`config.mk`:
```
export PLATFORM = sky130hd
export DESIGN_NAME = sorted_priority_queue
export DESIGN_NICKNAME = d
export VERILOG_FILES = /design/src/rtl/core/spq_pkg.sv /design/src/rtl/core/spq_cell.sv /design/src/rtl/core/sorted_priority_queue.sv
export SDC_FILE = /design/constraint.sdc
export NUM_CORES = 2
export LEC_CHECK = 0
export CAP_MARGIN = 20
export CORE_MARGIN = 2
export CORE_UTILIZATION = 30
export CTS_CLUSTER_DIAMETER = 40
export CTS_CLUSTER_SIZE = 40
export DETAILED_ROUTE_END_ITERATION = 12
export DONT_BUFFER_PORTS = 1
export PLACE_DENSITY_LB_ADDON = 0.2
export SYNTH_ARGS = -nofsm -noshare
export SYNTH_HDL_FRONTEND = slang
export SYNTH_SLANG_ARGS = --single-unit
```
`constraint.sdc`:
```
create_clock -name clk -period 9.3 [get_ports clk]
set_clock_uncertainty 0.2 [all_clocks]
set_input_delay 0.93 -clock clk [delete_from_list [all_inputs] [get_ports clk]]
set_output_delay 0.93 -clock clk [all_outputs]
set_load 0.01 [all_outputs]
```
`src/rtl/core/spq_pkg.sv`:
```
// Shared types and constants of the sorted priority queue.
package spq_pkg;

  localparam int CAPACITY_DEF     = 16;
  localparam int KEY_BITS_DEF     = 32;
  localparam int PAYLOAD_BITS_DEF = 32;

  localparam logic FUNC_PUSH = 1'b0;
  localparam logic FUNC_POP  = 1'b1;

  localparam logic ORDER_MIN_FIRST = 1'b0;

  typedef logic [1:0] status_t;
  localparam status_t STATUS_OK    = 2'd0;
  localparam status_t STATUS_EMPTY = 2'd1;
  localparam status_t STATUS_FULL  = 2'd2;

  typedef struct packed {
    logic push;
    logic pop;
  } cell_ctl_t;

endpackage

```
`src/rtl/core/spq_cell.sv`:
```
// One storage cell of the sorted chain: compare, insert, shift.
module spq_cell import spq_pkg::*; #(
  parameter int KEY_BITS     = KEY_BITS_DEF,
  parameter int PAYLOAD_BITS = PAYLOAD_BITS_DEF
) (
  input  logic                    clk,
  input  logic                    load,
  input  logic                    order_mode,
  input  logic [KEY_BITS-1:0]     cmp_key,
  input  cell_ctl_t               ctl,
  input  logic                    occupied,
  input  logic                    hit_in,
  input  logic [KEY_BITS-1:0]     new_key,
  input  logic [PAYLOAD_BITS-1:0] new_payload,
  input  logic [KEY_BITS-1:0]     left_key,
  input  logic [PAYLOAD_BITS-1:0] left_payload,
  input  logic [KEY_BITS-1:0]     right_key,
  input  logic [PAYLOAD_BITS-1:0] right_payload,
  output logic [KEY_BITS-1:0]     key,
  output logic [PAYLOAD_BITS-1:0] payload,
  output logic                    hit_out
);

  logic beats;
  logic hit;

  always_ff @(posedge clk) begin
    if (load) begin
      beats <= (order_mode == ORDER_MIN_FIRST) ? (cmp_key < key) : (cmp_key > key);
    end
  end

  assign hit     = occupied ? beats : 1'b1;
  assign hit_out = hit_in | hit;

  always_ff @(posedge clk) begin
    if (ctl.pop) begin
      key     <= right_key;
      payload <= right_payload;
    end else if (ctl.push) begin
      if (hit_in) begin
        key     <= left_key;
        payload <= left_payload;
      end else if (hit) begin
        key     <= new_key;
        payload <= new_payload;
      end
    end
  end

endmodule

```
`src/rtl/core/sorted_priority_queue.sv`:
```
// Top level of the sorted priority queue: control, count, config port, cell chain.
//
// channel   direction  beat taken when                  fields
// command   in         start & !busy                    func, key, payload
// result    out        done (one cycle, no stall)       pop_valid, out_key, out_payload,
//                                                       entry_count, status
// config    in         psel & penable & pwrite          paddr, pwdata (order_mode at 0)
//
// The cells compare the key at the accept edge,
// then the chain inserts or shifts and the result register loads at the next edge.
// done rises in the cycle after that edge; busy is low again in the same cycle.
// A new command is not accepted while busy is high.
// rst is synchronous: count, order_mode and the control state clear; cell contents do not.
// The receiver cannot stall; each result shows for exactly one cycle.
module sorted_priority_queue import spq_pkg::*; #(
  parameter int CAPACITY     = CAPACITY_DEF,
  parameter int KEY_BITS     = KEY_BITS_DEF,
  parameter int PAYLOAD_BITS = PAYLOAD_BITS_DEF,
  parameter int CNT_W        = $clog2(CAPACITY + 1)
) (
  input  logic                    clk,
  input  logic                    rst,
  input  logic                    start,
  output logic                    busy,
  input  logic                    func,
  input  logic [KEY_BITS-1:0]     key,
  input  logic [PAYLOAD_BITS-1:0] payload,
  output logic                    done,
  output logic                    pop_valid,
  output logic [KEY_BITS-1:0]     out_key,
  output logic [PAYLOAD_BITS-1:0] out_payload,
  output logic [CNT_W-1:0]        entry_count,
  output status_t                 status,
  input  logic                    psel,
  input  logic                    penable,
  input  logic                    pwrite,
  input  logic [2:0]              paddr,
  input  logic [31:0]             pwdata,
  output logic [31:0]             prdata,
  output logic                    pready
);

  localparam logic ST_IDLE  = 1'b0;
  localparam logic ST_APPLY = 1'b1;

  localparam logic REG_ORDER_MODE = 1'b0;

  localparam logic [CNT_W-1:0] CNT_FULL = CNT_W'(CAPACITY);

  logic                    state;
  logic                    order_mode;
  logic [CNT_W-1:0]        count;
  logic                    op_func;
  logic [KEY_BITS-1:0]     op_key;
  logic [PAYLOAD_BITS-1:0] op_payload;
  logic                    accept;
  logic                    full;
  logic                    empty;
  cell_ctl_t               ctl;

  logic [KEY_BITS-1:0]     cell_key     [CAPACITY];
  logic [PAYLOAD_BITS-1:0] cell_payload [CAPACITY];
  logic                    hit_chain    [CAPACITY];

  assign accept = start && (state == ST_IDLE);
  assign busy   = (state == ST_APPLY);
  assign full   = (count == CNT_FULL);
  assign empty  = (count == '0);

  assign ctl.push = (state == ST_APPLY) && (op_func == FUNC_PUSH) && !full;
  assign ctl.pop  = (state == ST_APPLY) && (op_func == FUNC_POP) && !empty;

  // config port
  assign pready = 1'b1;
  assign prdata = (paddr[2] == REG_ORDER_MODE) ? {31'b0, order_mode} : 32'b0;

  always_ff @(posedge clk) begin
    if (rst) begin
      order_mode <= ORDER_MIN_FIRST;
    end else if (psel && penable && pwrite && pready && (paddr[2] == REG_ORDER_MODE)) begin
      order_mode <= pwdata[0];
    end
  end

  // control
  always_ff @(posedge clk) begin
    if (rst) begin
      state <= ST_IDLE;
      done  <= 1'b0;
      count <= '0;
    end else begin
      done <= (state == ST_APPLY);
      case (state)
        ST_IDLE: begin
          if (accept) begin
            state <= ST_APPLY;
          end
        end
        ST_APPLY: begin
          state <= ST_IDLE;
          if (ctl.push) begin
            count <= count + 1'b1;
          end else if (ctl.pop) begin
            count <= count - 1'b1;
          end
        end
        default: begin
          state <= ST_IDLE;
        end
      endcase
    end
  end

  always_ff @(posedge clk) begin
    if (accept) begin
      op_func    <= func;
      op_key     <= key;
      op_payload <= payload;
    end
  end

  // result register
  always_ff @(posedge clk) begin
    if (state == ST_APPLY) begin
      pop_valid   <= 1'b0;
      out_key     <= '0;
      out_payload <= '0;
      status      <= STATUS_OK;
      entry_count <= count;
      if (op_func == FUNC_POP) begin
        if (empty) begin
          status <= STATUS_EMPTY;
        end else begin
          pop_valid   <= 1'b1;
          out_key     <= cell_key[0];
          out_payload <= cell_payload[0];
          entry_count <= count - 1'b1;
        end
      end else begin
        if (full) begin
          status <= STATUS_FULL;
        end else begin
          entry_count <= count + 1'b1;
        end
      end
    end
  end

  // cell chain
  for (genvar i = 0; i < CAPACITY; i++) begin : g_cell
    localparam logic [CNT_W-1:0] IDX = CNT_W'(i);

    logic                    hit_in;
    logic [KEY_BITS-1:0]     left_key;
    logic [PAYLOAD_BITS-1:0] left_payload;
    logic [KEY_BITS-1:0]     right_key;
    logic [PAYLOAD_BITS-1:0] right_payload;

    if (i == 0) begin : g_head
      assign hit_in       = 1'b0;
      assign left_key     = cell_key[0];
      assign left_payload = cell_payload[0];
    end else begin : g_body
      assign hit_in       = hit_chain[i-1];
      assign left_key     = cell_key[i-1];
      assign left_payload = cell_payload[i-1];
    end

    if (i == CAPACITY - 1) begin : g_tail
      assign right_key     = cell_key[i];
      assign right_payload = cell_payload[i];
    end else begin : g_mid
      assign right_key     = cell_key[i+1];
      assign right_payload = cell_payload[i+1];
    end

    spq_cell #(
      .KEY_BITS     (KEY_BITS),
      .PAYLOAD_BITS (PAYLOAD_BITS)
    ) u_cell (
      .clk           (clk),
      .load          (accept),
      .order_mode    (order_mode),
      .cmp_key       (key),
      .ctl           (ctl),
      .occupied      (IDX < count),
      .hit_in        (hit_in),
      .new_key       (op_key),
      .new_payload   (op_payload),
      .left_key      (left_key),
      .left_payload  (left_payload),
      .right_key     (right_key),
      .right_payload (right_payload),
      .key           (cell_key[i]),
      .payload       (cell_payload[i]),
      .hit_out       (hit_chain[i])
    );
  end

endmodule

```
# Word-level counts from Yosys, hierarchy flattened
# Index checks and enable logic that the tools add are counted.
# totals
ff_bits,1185
input_bits,106
out_inout_bits,107
wordCells,341
# classes
add_sub_neg,2
n_lt_le_gt_ge,48
eq_ne,1
mux,166
n_bitwise,18
reduce_logical,46
# op_table
op,n
2-to-1 mux 32 bit,122
greater-than comparator 32 bit,16
less-than comparator 32 bit,16
nonzero test 3 bit,14
"less-than comparator 4 x 5 -> 1 bit, first input constant",8
2-to-1 mux 1 bit,36
AND reduction 2 bit,16
2-to-1 mux 5 bit,5
"less-than comparator 3 x 5 -> 1 bit, first input constant",4
bitwise OR 1 bit,14
"less-than comparator 1 x 5 -> 1 bit, first input constant",2
"less-than comparator 2 x 5 -> 1 bit, first input constant",2
logical AND 1 bit,8
nonzero test 2 bit,3
"adder 5 x 1 -> 5 bit, second input constant",1
"equality test 5 bit, second input constant",1
zero test 5 bit,1
"subtractor 5 x 1 -> 5 bit, second input constant",1
2-to-1 mux 2 bit,2
NOT 1 bit,4
AND reduction 3 bit,1
zero test 1 bit,2
one-hot mux 1 bit (2 select lines),1
OR reduction 2 bit,1

# Depth between registers and ports, before layout
# depth
ltp_word,18
depth_mapped,12
depth_no_buf,8

# Hierarchy
# A second synthesis with hierarchy kept.
# hier_totals
hier_cells,6748
hier_area_um2,70781.6
# modules_own_cells
mod,n_inst,cells_each,area_each_um2,seq_area_each_um2
spq_cell (g_cell[0].u_cell ...),15,399,4067.7,1951.9
sorted_priority_queue,1,364,5698.0,4274.1
spq_cell (g_cell[9].u_cell),1,399,4068.9,1951.9

# Least setup slack after synthesis
# OpenSTA, ideal clock, no wires.
# synth_timing
path_kind,register to register
startpoint,"register state, in the netlist busy"
endpoint,"register g_cell[0].u_cell.key[0], enable pin"
setup_time_ns,0.574
arrival_ns,7.057
required_ns,8.526
slack_ns,1.469
stages_incl_launch_ff,5
path_cell_list,dfxtp_1 > clkbuf_1 > nand2_1 > clkbuf_1 > o21ai_0
# synth_between
elab_chain_len,4
elab_cells_between_ends,7
classes_between,7 x reduce/logical
# synth_rtl
element,line_no,text
from (decl),sorted_priority_queue.sv:50,logic state;
from (signal assigned),sorted_priority_queue.sv:88,state <= ST_IDLE;
from (signal assigned),sorted_priority_queue.sv:96,state <= ST_APPLY;
from (signal assigned),sorted_priority_queue.sv:100,state <= ST_IDLE;
logical AND 1 bit (on tied branches) (2 in series),"sorted_priority_queue.sv:71, sorted_priority_queue.sv:70",
nonzero test 2 bit (no line),n/a,
AND reduction 2 bit (no line) (*),n/a,
to (signal assigned),spq_cell.sv:38,key <= right_key;
to (signal assigned),spq_cell.sv:42,key <= left_key;
to (signal assigned),spq_cell.sv:45,key <= new_key;
to (decl),spq_cell.sv:19,"output logic [KEY_BITS-1:0] key,"
# Mark *: on every way between the ends. The rest lies on a longest branch, timed or not.
# A chain may end at the register's enable or synchronous reset.

# Worst setup path after layout
# layout_timing
startpoint,register count[1]
endpoint,"register g_cell[15].u_cell.key[19], enable pin"
# layout_between
elab_chain_len,18
elab_cells_between_ends,55
classes_between,16 x order compare; 1 x eq/ne; 16 x mux; 15 x bitwise; 7 x reduce/logical
# layout_rtl
element,line_no,text
from (decl),sorted_priority_queue.sv:52,logic [CNT_W-1:0] count;
from (signal assigned),sorted_priority_queue.sv:102,count <= count + 1'b1;
from (signal assigned),sorted_priority_queue.sv:104,count <= count - 1'b1;
less-than comparator 1 x 5 -> 1 bit,sorted_priority_queue.sv:186,".occupied (IDX < count),"
2-to-1 mux 1 bit,spq_cell.sv:33,assign hit = occupied ? beats : 1'b1;
bitwise OR 1 bit (14 in series),spq_cell.sv:34,assign hit_out = hit_in | hit;
nonzero test 2 bit (no line),n/a,
AND reduction 3 bit (no line) (*),n/a,
to (signal assigned),spq_cell.sv:38,
to (signal assigned),spq_cell.sv:42,
to (signal assigned),spq_cell.sv:45,
to (decl),spq_cell.sv:19,
# Marked as above.

==> reports/summary.md <==
The number of clock sinks seen by CTS was 1185. The logs give 5 for the maximum level of the CTS H-tree and 9960 for the post-route non-filler standard cell count. The final max-slew violation count is 0, and the XOR/XNOR share of the synthesized area is 0.000756. The compound-gate portion of the synthesized area was 0.120; the pin slew with the least headroom to its limit was 1.24 ns. The synthesized netlist cell count came out at 6755. The synthesized design contains 1177 enable-type register cells. No sink is reached through more buffers than the 4 on the longest clock path. The cell that appears most often on the critical path is sky130_fd_sc_hd__buf_4. After synthesis, the largest family of logic cells by area is compound AO/OA/AOI/OAI gates. The number of routed nets with antenna violations came out at 0. The nature of the critical path startpoint is a flip-flop. Worst hold path class: primary input to flip-flop. Once detailed placement completed, the half-perimeter wirelength came to 150000 um. The maximum fanout encountered on the critical timing path was 44.

In this run, placement finished with an instance count of 9424. Worst-path cell with the longest stage delay: sky130_fd_sc_hd__nand3_4. The number of antenna violations at the first check in global routing came out at 7. The clock root buffer master was sky130_fd_sc_hd__clkbuf_16. The first global-routing pass estimated 350000 um of wire. In the final design database the tool counted 7368 nets. The relative slew slack was 0.173; the max-capacitance violation count was 0. The critical path goes through inv_1 -> ha_1 -> nor4b_1 -> a2111oi_4 -> buf_4 -> and2_4 -> nand3_4 -> nor2_4 -> buf_4 -> buf_4 -> a31oi_4 -> buf_4.

The die is 485 um wide. TritonCTS built the clock tree. After clock tree synthesis, the clock-pin slew on the worst setup and hold paths is 0.05 ns. The routed layout has 52413 vias.

The async set or reset register ratio after synthesis is 0. The register bit count reported by yosys is 1185, and the detailed router's first-iteration violation count is 4363. The run gives 0 as the final hold violation count. VDD sags by at most 0.000152 V. Full die area: 0.235 mm^2. Cell class contributing the biggest share of worst-path delay: buffers and inverters. For the overall global routing resource usage, the log shows 0.196. The leakage power summed over all cells is 31.4 nW, and the TritonCTS buffer count is 274.

The post-synthesis mux area share came out at 0.106. Routability-driven placement finished with a final weighted congestion of 0.835. The maximum number of pins on one net before global-route repair is 239, and the part of the cycle the worst path needs is 0.701. Commonest non-fill, non-tap cell in the layout: sky130_fd_sc_hd__edfxtp_1. The via count of the first global-routing pass is 53410, and the post-synthesis sequential area ratio is 0.511. For this run, the top clock speed supported by timing is 153 MHz.

The adder and majority gate portion of the synthesized area came out at 0.0929. The number of top-level design ports is 213, and the final routed wire length divided by cell count is 23.6 um. The logs give 5 for the number of optimization iterations in the first detailed-route pass and 0.91 ns for the clock latency on the worst-skew pair. For this run, the slowest stage of the critical path takes 0.79 ns. For the total detailed-routing wirelength, the log shows 235000 um.

The setup path with the least slack is of type flip-flop to flip-flop. For this design the ratio of total power to cell area is 211 mW/mm^2. The final design instance area without fill was 0.0819 mm^2. In the routed layout, each cell is associated on average with a via count of 5.26. From synthesis to final layout, the design area changed by 17.8%. Yosys mapped the design onto 61 distinct sky130hd cell types. The initial cell density of the core is 0.302, and the arrival time at the worst endpoint is 6.82 ns.

The run finished with clean final reports. The run gives 0 ns as the final total negative setup slack. In the synthesized netlist the dominant register cell turns out to be sky130_fd_sc_hd__edfxtp_1.

Die extent in y: 485 um. For the warning count from the yosys run, the log shows 0. Standard cell area after detailed placement: 0.0722 mm^2. Summed over all layers, the global routing overflow is 0.

Buffering stage count on the worst path with inverters included: 5. The worst setup path is captured at a flip-flop. Summing internal, switching and leakage power gives 0.0173 W.

Count of endpoints failing setup in the final report: 0. Data on the critical path is required at its endpoint by 9.60 ns. In the layout the commonest cells are 1177 x sky130_fd_sc_hd__edfxtp_1, 1160 x sky130_fd_sc_hd__nand2_1, 703 x sky130_fd_sc_hd__o21ai_0. The worst path needs 6.52 ns of the cycle, external delays included.

Number of setup buffers added after CTS: 0. The floorplan core area is 0.230 mm^2, and the post-synthesis cell area is 0.0695 mm^2. The share of cells above drive strength 1 was 0.0798.

The floorplan has 176 rows. The average size of a mapped cell came out at 10.3 um^2. The number of remaining DRC errors was 0.

The number of input and output port buffers inserted is 0, and the simple logic cell fraction of the synthesized area is 0.110. Setup repair after global routing left no endpoint under its margin.
==> flip-flops by register name, summed over array words and instances (netlist names), 5 cells and up <==
signal and count:
op_payload 32, g_cell.u_cell.payload 512, entry_count 5, out_key 32
g_cell.u_cell.beats 16, op_key 32, out_payload 32, count 5
g_cell.u_cell.key 512
==> what timing repair did <==
item / in CTS / in global routing
gates resized for setup: 0 / 0
endpoints found under the hold margin: 73 / 0
hold buffers: 67 / 0
==> area by class of cell <==
| class | instances | area [um^2] |
|---|---|---|
| sequential | 1185 | 35500 |
| multi-input combinational | 4592 | 30300 |
| antenna | 1 | 2.50 |
| timing repair buffer | 154 | 1440 |
| inverter | 539 | 2020 |
| tap | 3026 | 3790 |
| clock buffer | 305 | 7040 |
| fill | 23032 | 148000 |
| clock inverter | 158 | 1790 |
==> report_power, final <==
| part | switching [W] | leakage, nW | internal, W | total (W) |
|---|---|---|---|---|
| Clock | 0.00311 | 4.26 | 0.00636 | 0.00947 |
| Sequential | 0.000259 | 10.9 | 0.00624 | 0.00650 |
| Combinational | 0.000836 | 16.3 | 0.000447 | 0.00128 |
| Total | 0.00420 | 31.4 | 0.0130 | 0.0173 |
==> Yosys cell counts (8+ instances only) <==
cell type | number | share of area
sky130_fd_sc_hd__a211oi_1 | 172 | 0.019
sky130_fd_sc_hd__a21o_1 | 11 | 0.0012
sky130_fd_sc_hd__a21oi_1 | 199 | 0.014
sky130_fd_sc_hd__a221oi_1 | 14 | 0.0018
sky130_fd_sc_hd__a31oi_1 | 169 | 0.015
sky130_fd_sc_hd__and3_1 | 37 | 0.0033
sky130_fd_sc_hd__and4_1 | 8 | 0.0010
sky130_fd_sc_hd__buf_1 | 14 | 0.00076
sky130_fd_sc_hd__buf_2 | 47 | 0.0034
sky130_fd_sc_hd__buf_4 | 48 | 0.0052
sky130_fd_sc_hd__buf_6 | 14 | 0.0023
sky130_fd_sc_hd__clkbuf_1 | 346 | 0.019
sky130_fd_sc_hd__dfxtp_1 | 8 | 0.0023
sky130_fd_sc_hd__edfxtp_1 | 1177 | 0.51
sky130_fd_sc_hd__ha_1 | 516 | 0.093
sky130_fd_sc_hd__inv_1 | 539 | 0.029
sky130_fd_sc_hd__mux2_1 | 38 | 0.0062
sky130_fd_sc_hd__mux2_2 | 27 | 0.0044
sky130_fd_sc_hd__mux2i_1 | 660 | 0.095
sky130_fd_sc_hd__nand2_1 | 1165 | 0.063
sky130_fd_sc_hd__nand3_1 | 38 | 0.0027
sky130_fd_sc_hd__nand3b_1 | 10 | 0.0011
sky130_fd_sc_hd__nand4_1 | 103 | 0.0093
sky130_fd_sc_hd__nor2_1 | 380 | 0.021
sky130_fd_sc_hd__nor2b_1 | 14 | 0.0013
sky130_fd_sc_hd__nor3_1 | 35 | 0.0025
sky130_fd_sc_hd__nor4_1 | 30 | 0.0027
sky130_fd_sc_hd__o211ai_1 | 19 | 0.0021
sky130_fd_sc_hd__o21a_1 | 10 | 0.0011
sky130_fd_sc_hd__o21ai_0 | 711 | 0.051
sky130_fd_sc_hd__o21ai_1 | 111 | 0.0080
sky130_fd_sc_hd__o22a_1 | 9 | 0.0011
sky130_fd_sc_hd__o31ai_1 | 15 | 0.0016
==> kinds of logic after synthesis <==
family,count (synthesis)
AO/OA/AOI/OAI,1472
XOR/XNOR,6
adder cells (fa/ha/maj),516
buffers and inverters,1008
flip-flops,1185
multiplexers,725
other,2
AND/OR/NAND/NOR,1841
==> stage by stage <==
stage	hold WS, ns	worst slack, ns	util
global route	0.116	2.44	0.356
floorplan	0.296	1.47	-
global placement	0.306	2.88	0.314
CTS	0.0666	2.72	0.355
detailed placement	0.318	2.71	0.314
finish	0.133	2.78	0.356
==> layer usage <==
metal | part of all wire | vias up | global-route usage
li1 | - | 24372 | -
met1 | 0.46 | 26214 | 0.267
met2 | 0.46 | 1426 | 0.314
met3 | 0.050 | 401 | 0.0289
met4 | 0.035 | 0 | 0.0702
met5 | 0 | - | 0
==> final timing paths <==
| kind | slack, ns | cells after the start | start | to |
|---|---|---|---|---|
| worst min register to register | 0.30 | 2 | g_cell[15].u_cell.payload[1] | g_cell[14].u_cell.payload[1] |
| worst max-delay path | 2.78 | 12 | count[1] | g_cell[15].u_cell.key[19] |
| worst max register to register | 2.78 | 12 | count[1] | g_cell[15].u_cell.key[19] |
| worst min-delay path | 0.13 | 3 | penable | order_mode |
==> worst reg2reg max path: cells and delay by family (launching register included) <==
kind,cells,cell delay [ns]
buf+inv,5,2.45
simple gates,4,1.91
flops,1,0.63
compound gates,2,0.61
fa+ha+maj,1,0.23
No activity file was read; power rests on OpenSTA's default activity.
